### src/design/ipd_pe_pkg.sv
// Package with the word types, parser phases and character constants of the IPD payload extractor.
package ipd_pe_pkg;

  // Default width of the decimal length counter.
  localparam int unsigned LengthBitsDefault = 16;

  // Width of the max_payload register.
  localparam int unsigned MaxPayloadBits = 16;

  // Reset value of max_payload.
  localparam logic [MaxPayloadBits-1:0] MaxPayloadReset = 16'd99;

  // The header "IPD," as four bytes, first byte in the top position.
  localparam logic [31:0] HdrWord = 32'h4950_442C;

  // Character codes used by the length parser.
  localparam logic [7:0] CharColon = 8'h3A;
  localparam logic [7:0] CharZero  = 8'h30;
  localparam logic [7:0] DigitMax  = 8'd9;

  // Input word modes.
  typedef enum logic {
    MODE_BYTE    = 1'b0,
    MODE_RELEASE = 1'b1
  } ipd_mode_e;

  // Parser phases; the unused code behaves as header search.
  typedef enum logic [1:0] {
    PH_HEADER  = 2'd0,
    PH_LENGTH  = 2'd1,
    PH_PAYLOAD = 2'd2
  } ipd_phase_e;

  typedef struct packed {
    logic       mode;
    logic [7:0] data_byte;
  } ipd_in_t;

  typedef struct packed {
    logic [7:0] payload_byte;
    logic       last;
    logic       too_long;
  } ipd_out_t;

endpackage

### src/design/ipd_payload_extractor_top.sv
// Top level of the IPD payload extractor: input register, parser and result register.
//
// The block watches a stream of received bytes for the header "IPD,", a decimal
// length and a colon, then passes the following payload bytes out one per word.
// Input channel (in_valid_i / in_ready_o / in_data_i): each word is either a
// received byte (mode 0) or a release (mode 1) that frees a held frame and resets
// the parser. Output channel (out_valid_o / out_ready_i / out_data_o): one word
// per payload byte with last set on the final one, or a single error word with
// too_long set when the announced length exceeds max_payload.
// Configuration channel (cfg_valid_i / cfg_ready_o / cfg_data_i) writes
// max_payload; it is always ready and should only be used while the block is idle.
// An accepted input word stands in the input register; the parser works on it
// combinationally once the result register is free or being emptied, and writes
// its result into the result register. Throughput is one word per cycle while the
// receiver does not stall: the input register feeds the parser, which writes the result register.
// When the receiver stalls, the result register holds its word and the input
// register holds the next one; in_ready_o drops only when both are full.
// Reset clears the parser to header search, releases any held frame, empties
// both registers and sets max_payload back to 99.
module ipd_payload_extractor_top #(
  parameter int unsigned LengthBits = ipd_pe_pkg::LengthBitsDefault
) (
  input  logic                                  clk_i,
  input  logic                                  rst_ni,
  input  logic                                  in_valid_i,
  output logic                                  in_ready_o,
  input  ipd_pe_pkg::ipd_in_t                   in_data_i,
  output logic                                  out_valid_o,
  input  logic                                  out_ready_i,
  output ipd_pe_pkg::ipd_out_t                  out_data_o,
  input  logic                                  cfg_valid_i,
  output logic                                  cfg_ready_o,
  input  logic [ipd_pe_pkg::MaxPayloadBits-1:0] cfg_data_i
);

  // The remaining counter holds one more bit so that a saturated length
  // (2^LengthBits) can be told apart from every legal one.
  localparam int unsigned RemW = LengthBits + 1;
  // Width of remaining * 10 + digit before saturation.
  localparam int unsigned MulW = LengthBits + 5;
  // Width used to compare the length against max_payload.
  localparam int unsigned CmpW = (RemW > ipd_pe_pkg::MaxPayloadBits) ?
                                 RemW : ipd_pe_pkg::MaxPayloadBits;

  localparam logic [RemW-1:0] RemSat = RemW'(1) << LengthBits;
  localparam logic [MulW-1:0] MulSat = MulW'(1) << LengthBits;

  // Input register.
  logic                 in_valid_q;
  ipd_pe_pkg::ipd_in_t  in_q;

  // Result register.
  logic                 out_valid_q;
  ipd_pe_pkg::ipd_out_t out_q;

  // Configuration.
  logic [ipd_pe_pkg::MaxPayloadBits-1:0] max_q;

  // Parser state.
  logic [31:0]            hdr_q, hdr_d;
  ipd_pe_pkg::ipd_phase_e phase_q, phase_d;
  logic [RemW-1:0]        rem_q, rem_d;
  logic                   hold_q, hold_d;

  // Result of the word being parsed.
  logic                 res_valid;
  ipd_pe_pkg::ipd_out_t res;

  logic            fire;
  logic            is_digit;
  logic [7:0]      digit_raw;
  logic [MulW-1:0] rem_ext;
  logic [MulW-1:0] rem_mul;
  logic [RemW-1:0] rem_dec;
  logic [31:0]     hdr_shift;
  logic            len_too_long;

  // The parser takes the registered word whenever the result register is free
  // or is being emptied in this cycle.
  assign fire       = in_valid_q && (!out_valid_q || out_ready_i);
  assign in_ready_o = !in_valid_q || fire;

  assign out_valid_o = out_valid_q;
  assign out_data_o  = out_q;
  assign cfg_ready_o = 1'b1;

  // Shared datapath pieces.
  assign digit_raw = in_q.data_byte - ipd_pe_pkg::CharZero;
  assign is_digit  = (in_q.data_byte >= ipd_pe_pkg::CharZero) &&
                     (digit_raw <= ipd_pe_pkg::DigitMax);
  assign rem_ext   = MulW'(rem_q);
  // remaining * 10 + digit, built from two shifts.
  assign rem_mul   = (rem_ext << 3) + (rem_ext << 1) + MulW'(digit_raw[3:0]);
  assign rem_dec   = (rem_q != '0) ? (rem_q - RemW'(1)) : rem_q;
  assign hdr_shift = {hdr_q[23:0], in_q.data_byte};
  // A saturated length is always too long.
  assign len_too_long = rem_q[LengthBits] || (CmpW'(rem_q) > CmpW'(max_q));

  // Parser: next state and result for the registered word.
  always_comb begin
    hdr_d     = hdr_q;
    phase_d   = phase_q;
    rem_d     = rem_q;
    hold_d    = hold_q;
    res_valid = 1'b0;
    res       = '0;
    if (fire) begin
      if (in_q.mode == ipd_pe_pkg::MODE_RELEASE) begin
        hdr_d   = '0;
        rem_d   = '0;
        phase_d = ipd_pe_pkg::PH_HEADER;
        hold_d  = 1'b0;
      end else if (!hold_q) begin
        case (phase_q)
          ipd_pe_pkg::PH_LENGTH: begin
            if (in_q.data_byte == ipd_pe_pkg::CharColon) begin
              if (rem_q == '0) begin
                hdr_d   = '0;
                rem_d   = '0;
                phase_d = ipd_pe_pkg::PH_HEADER;
              end else if (len_too_long) begin
                hdr_d        = '0;
                rem_d        = '0;
                phase_d      = ipd_pe_pkg::PH_HEADER;
                res_valid    = 1'b1;
                res.too_long = 1'b1;
              end else begin
                phase_d = ipd_pe_pkg::PH_PAYLOAD;
              end
            end else if (is_digit) begin
              rem_d = (rem_mul >= MulSat) ? RemSat : RemW'(rem_mul);
            end else begin
              hdr_d   = '0;
              rem_d   = '0;
              phase_d = ipd_pe_pkg::PH_HEADER;
            end
          end
          ipd_pe_pkg::PH_PAYLOAD: begin
            res_valid        = 1'b1;
            res.payload_byte = in_q.data_byte;
            res.last         = (rem_dec == '0);
            rem_d            = rem_dec;
            if (rem_dec == '0) begin
              hold_d  = 1'b1;
              hdr_d   = '0;
              phase_d = ipd_pe_pkg::PH_HEADER;
            end
          end
          default: begin
            // Header search.
            phase_d = ipd_pe_pkg::PH_HEADER;
            hdr_d   = hdr_shift;
            if (hdr_shift == ipd_pe_pkg::HdrWord) begin
              hdr_d   = '0;
              rem_d   = '0;
              phase_d = ipd_pe_pkg::PH_LENGTH;
            end
          end
        endcase
      end
    end
  end

  // Control registers.
  always_ff @(posedge clk_i or negedge rst_ni) begin
    if (!rst_ni) begin
      in_valid_q  <= 1'b0;
      out_valid_q <= 1'b0;
      max_q       <= ipd_pe_pkg::MaxPayloadReset;
      hdr_q       <= '0;
      phase_q     <= ipd_pe_pkg::PH_HEADER;
      rem_q       <= '0;
      hold_q      <= 1'b0;
    end else begin
      if (in_ready_o) begin
        in_valid_q <= in_valid_i;
      end
      if (fire) begin
        out_valid_q <= res_valid;
      end else if (out_ready_i) begin
        out_valid_q <= 1'b0;
      end
      if (cfg_valid_i && cfg_ready_o) begin
        max_q <= cfg_data_i;
      end
      hdr_q   <= hdr_d;
      phase_q <= phase_d;
      rem_q   <= rem_d;
      hold_q  <= hold_d;
    end
  end

  // Payload registers.
  always_ff @(posedge clk_i) begin
    if (in_ready_o) begin
      in_q <= in_data_i;
    end
    if (fire) begin
      out_q <= res;
    end
  end

`ifndef SYNTHESIS
  // An error word never marks the end of a frame.
  assert property (@(posedge clk_i) disable iff (!rst_ni)
    out_valid_o |-> !(out_data_o.too_long && out_data_o.last))
    else $error("error word carries last");

  // A held frame always leaves the parser in header search.
  assert property (@(posedge clk_i) disable iff (!rst_ni)
    hold_q |-> (phase_q == ipd_pe_pkg::PH_HEADER))
    else $error("holding outside header search");

  // While passing payload there is always at least one byte left.
  assert property (@(posedge clk_i) disable iff (!rst_ni)
    (phase_q == ipd_pe_pkg::PH_PAYLOAD) |-> (rem_q != '0))
    else $error("payload phase with zero bytes left");

  // A release clears the hold and returns to header search.
  assert property (@(posedge clk_i) disable iff (!rst_ni)
    (fire && (in_q.mode == ipd_pe_pkg::MODE_RELEASE)) |=>
      (!hold_q && (phase_q == ipd_pe_pkg::PH_HEADER) && (rem_q == '0)))
    else $error("release did not reset the parser");

  // With both registers full and the receiver stalled, no new word is taken.
  assert property (@(posedge clk_i) disable iff (!rst_ni)
    (in_valid_q && out_valid_q && !out_ready_i) |-> !in_ready_o)
    else $error("input taken while pipeline is full");
`endif

endmodule
### config.mk
export PLATFORM = sky130hd
export DESIGN_NAME = ipd_payload_extractor_top
export DESIGN_NICKNAME = d
export VERILOG_FILES = /design/src/design/ipd_pe_pkg.sv /design/src/design/ipd_payload_extractor_top.sv
export SDC_FILE = /design/constraint.sdc
export NUM_CORES = 1
export LEC_CHECK = 0
export BUFFER_PORTS_ARGS = -buffer_cell sky130_fd_sc_hd__buf_2
export CORE_UTILIZATION = 61
export CTS_CLUSTER_DIAMETER = 200
export DETAILED_ROUTE_END_ITERATION = 10
export PLACE_DENSITY = 0.92
export REMOVE_ABC_BUFFERS = 1
export SLEW_MARGIN = 30
export SYNTH_ARGS = -nofsm -noshare
export SYNTH_HDL_FRONTEND = slang
export SYNTH_SLANG_ARGS = --single-unit
### constraint.sdc
create_clock -name clk_i -period 4.01 [get_ports clk_i]
set_input_delay 0.401 -clock clk_i [delete_from_list [all_inputs] [get_ports clk_i]]
set_output_delay 0.401 -clock clk_i [all_outputs]
set_load 0.01 [all_outputs]
==> run metrics <==
run status=completed; mux contribution to synthesized area=0.00970; share of cells above drive strength 1=0.152; clock tree from TritonCTS=done; CP peak stage delay=0.59 ns; gp weighted congestion=0.930; num ports=43; top-area cell type share of the netlist area=0.256; largest family of logic cells by synthesized area=compound AO/OA/AOI/OAI gates; Pwr Total=1.94 mW; Hold/Removal Path Class=in2async; most frequent cells in the layout=dfrtp_1, ha_1, o21ai_0; clock buffer depth=2; hold_buf cts=0; max-cap violations=0; Congestion Overflow GR=0; post-synthesis adder-cell area fraction=0.122; Tmin final=3.78 ns; RSZ-0062 raised after global routing=false; Placed Area=0.00595 mm2; post-synthesis simple-gate area fraction=0.172; # diodes=0; drt pass-1 iters=10; Lkg Pwr=2.84 nW; critical path fanouts, max=10; port bufs=41; Avg Inst Size Synth=9.57 um2; Area contributors post-synth=dfrtp_1, ha_1, edfxtp_1; Synth area leader=dfrtp_1; Final Setup Violations=0; clock slew seen by the registers of the worst setup and hold paths=0.09 ns; routed len/inst=20.4 um; CTS Sinks=81; synthesis-to-layout area growth=8.82%; Peak VDD IR=0.000173 V; Final period util=0.943; Critical Path End Type=register; CTS H-tree depth=3; largest net degree at the start of global routing=35; Cell Pwr Density=314 mW/mm2; first-pass GRT wire length=24900 um; Ys Warns=0; Synth Register Bits=81; clk root buf=clkbuf_8; Critical R2R Capture=rem_q[0]; Worst Tran Pin Value=0.751 ns; slowest stage cell, crit path=fa_1; fin nets=711; Post-synth EDFFs=19; final instance area=0.00618 mm2; crit path DAT=4.07 ns; Die X=98.5 um; Top delay family on crit path=compound AO/OA/AOI/OAI gates; Crit Path Class=reg2reg; setup TNS=0 ns; GR Util All Layers=0.327; initial antenna violation count=0; number of global-route vias before repair=4911; Vias/cell=6.94; Hold Fails Final Rpt=0; die footprint=0.00970 mm2; Initial Util=0.642; antenna viol nets, final=0; Die H=98.5 um; DR iter-0 viols=487; Yosys cell types=75; XOR/XNOR Fraction of Synth Area=0.0185; CP cell instances=inv_1 -> fa_1 -> inv_1 -> fa_1 -> a211oi_1 -> o21ai_0 -> a211oi_1 -> o21ai_0 -> a211oi_2 -> o211ai_1 -> buf_4 -> o211ai_1; Critical path buffers and inverters=3; TritonCTS Buffers=9; Slew Limit Fails=0; Netlist Area Pre-Place=0.00568 mm2; most common cell after layout, fill and taps aside=dfrtp_1; FFs w/ async S/R, synth=0.765; clk_lat worst skew=0.38 ns; Peak Freq=264 MHz; final wirelength=15100 um; Max-slew headroom=0.495; row cnt=34; Compound-Gate Fraction of Synth Area=0.245; # DRC=0; DR vias=5132; Worst Path Required=4.30 ns; sequential area share after synthesis=0.375; Worst setup SP type=register; Worst R2R Path Depth=12; Syn Inst Count=593; post-DP HPWL=11200 um; core footprint=0.00885 mm2; FF-to-FF Start=rem_q[0]; Most used DFF post-synth=dfrtp_1; r2r setup slk=0.23 ns; skew final=0.0108 ns
## timing repair
action / in CTS / in global routing
gates resized for setup: 0 / 1
setup buffers: 0 / 1
endpoints found under the setup margin: 0 / 11
## worst reg2reg max path: stages, from the launching register on
cell and delay [ns]:
dfrtp_1 0.47, inv_1 0.17, fa_1 0.59, inv_1 0.08
fa_1 0.48, a211oi_1 0.32, o21ai_0 0.19, a211oi_1 0.35
o21ai_0 0.17, a211oi_2 0.30, o211ai_1 0.17, buf_4 0.24
o211ai_1 0.18
## cell families after synthesis
logic type | after synthesis
flops | 81
xor+xnor | 12
compound gates | 194
other cells | 1
mux | 5
simple gates | 172
buf+inv | 74
fa+ha+maj | 54
## power breakdown
group	total, mW	internal [mW]	switching [mW]	leakage (nW)
sequential	0.933	0.890	0.0434	1.01
combinational	0.353	0.141	0.213	1.73
clock	0.655	0.329	0.326	0.101
## per-stage QoR
| step | cells | utilization | setup slack [ns] | hold WS [ns] |
|---|---|---|---|---|
| after global placement | 723 | 0.672 | 0.265 | 0.483 |
| after global routing | 740 | 0.698 | 0.0465 | 0.130 |
| after CTS | 739 | 0.697 | 0.0127 | 0.102 |
| after detailed placement | 723 | 0.672 | 0.0593 | 0.487 |
| after floorplan | 562 | - | 0.569 | 0.105 |
| final | 740 | 0.698 | 0.229 | 0.0784 |
## registers in the layout, summed over array words and instances (netlist names)
register	count
out_valid_o	1
out_data_o	10
hdr_q	24
hdr_shift	8
rem_q	17
in_q	1
phase_q	2
max_q	16
in_valid_q	1
hold_q	1
## cells in the mapped netlist (all sizes together), types with 10 or more instances
master  number
dfrtp       58
ha          52
o21ai       48
inv         43
nand2       38
a21oi       24
nor2        24
a22o        23
clkbuf      21
edfxtp      19
o211ai      17
nand3       15
nand4       15
a211oi      13
nor4        13
nor3        12
buf         10
## how the worst max path moves through the flow
stage	startpoint	to	slack (ns)	cells after the start
after global routing	rem_q[0]	rem_q[1]	0.05	12
after CTS	rem_q[0]	rem_q[0]	0.01	11
after global placement	rem_q[0]	rem_q[3]	0.26	11
after floorplan	rem_q[2]	rem_q[10]	0.57	11
final	rem_q[0]	rem_q[0]	0.23	12
after detailed placement	rem_q[0]	rem_q[1]	0.06	11
## final cells by class
type	instances	area, um2
Tap cell	108	135
Clock inverter	5	62.6
Timing Repair Buffer	54	303
Inverter	43	161
Sequential cell	81	2130
Fill cell	679	2670
Clock buffer	11	153
Multi-Input combinational cell	438	3240
## metal layers
metal,wire (um),track usage,up-vias,part of all wire
li1,-,-,2333,-
met1,6280,0.451,2451,0.42
met2,6950,0.524,302,0.46
met3,1380,0.0461,46,0.092
met4,452,0.132,0,0.030
met5,0,0,-,0
No activity file was read; power rests on OpenSTA's default activity.
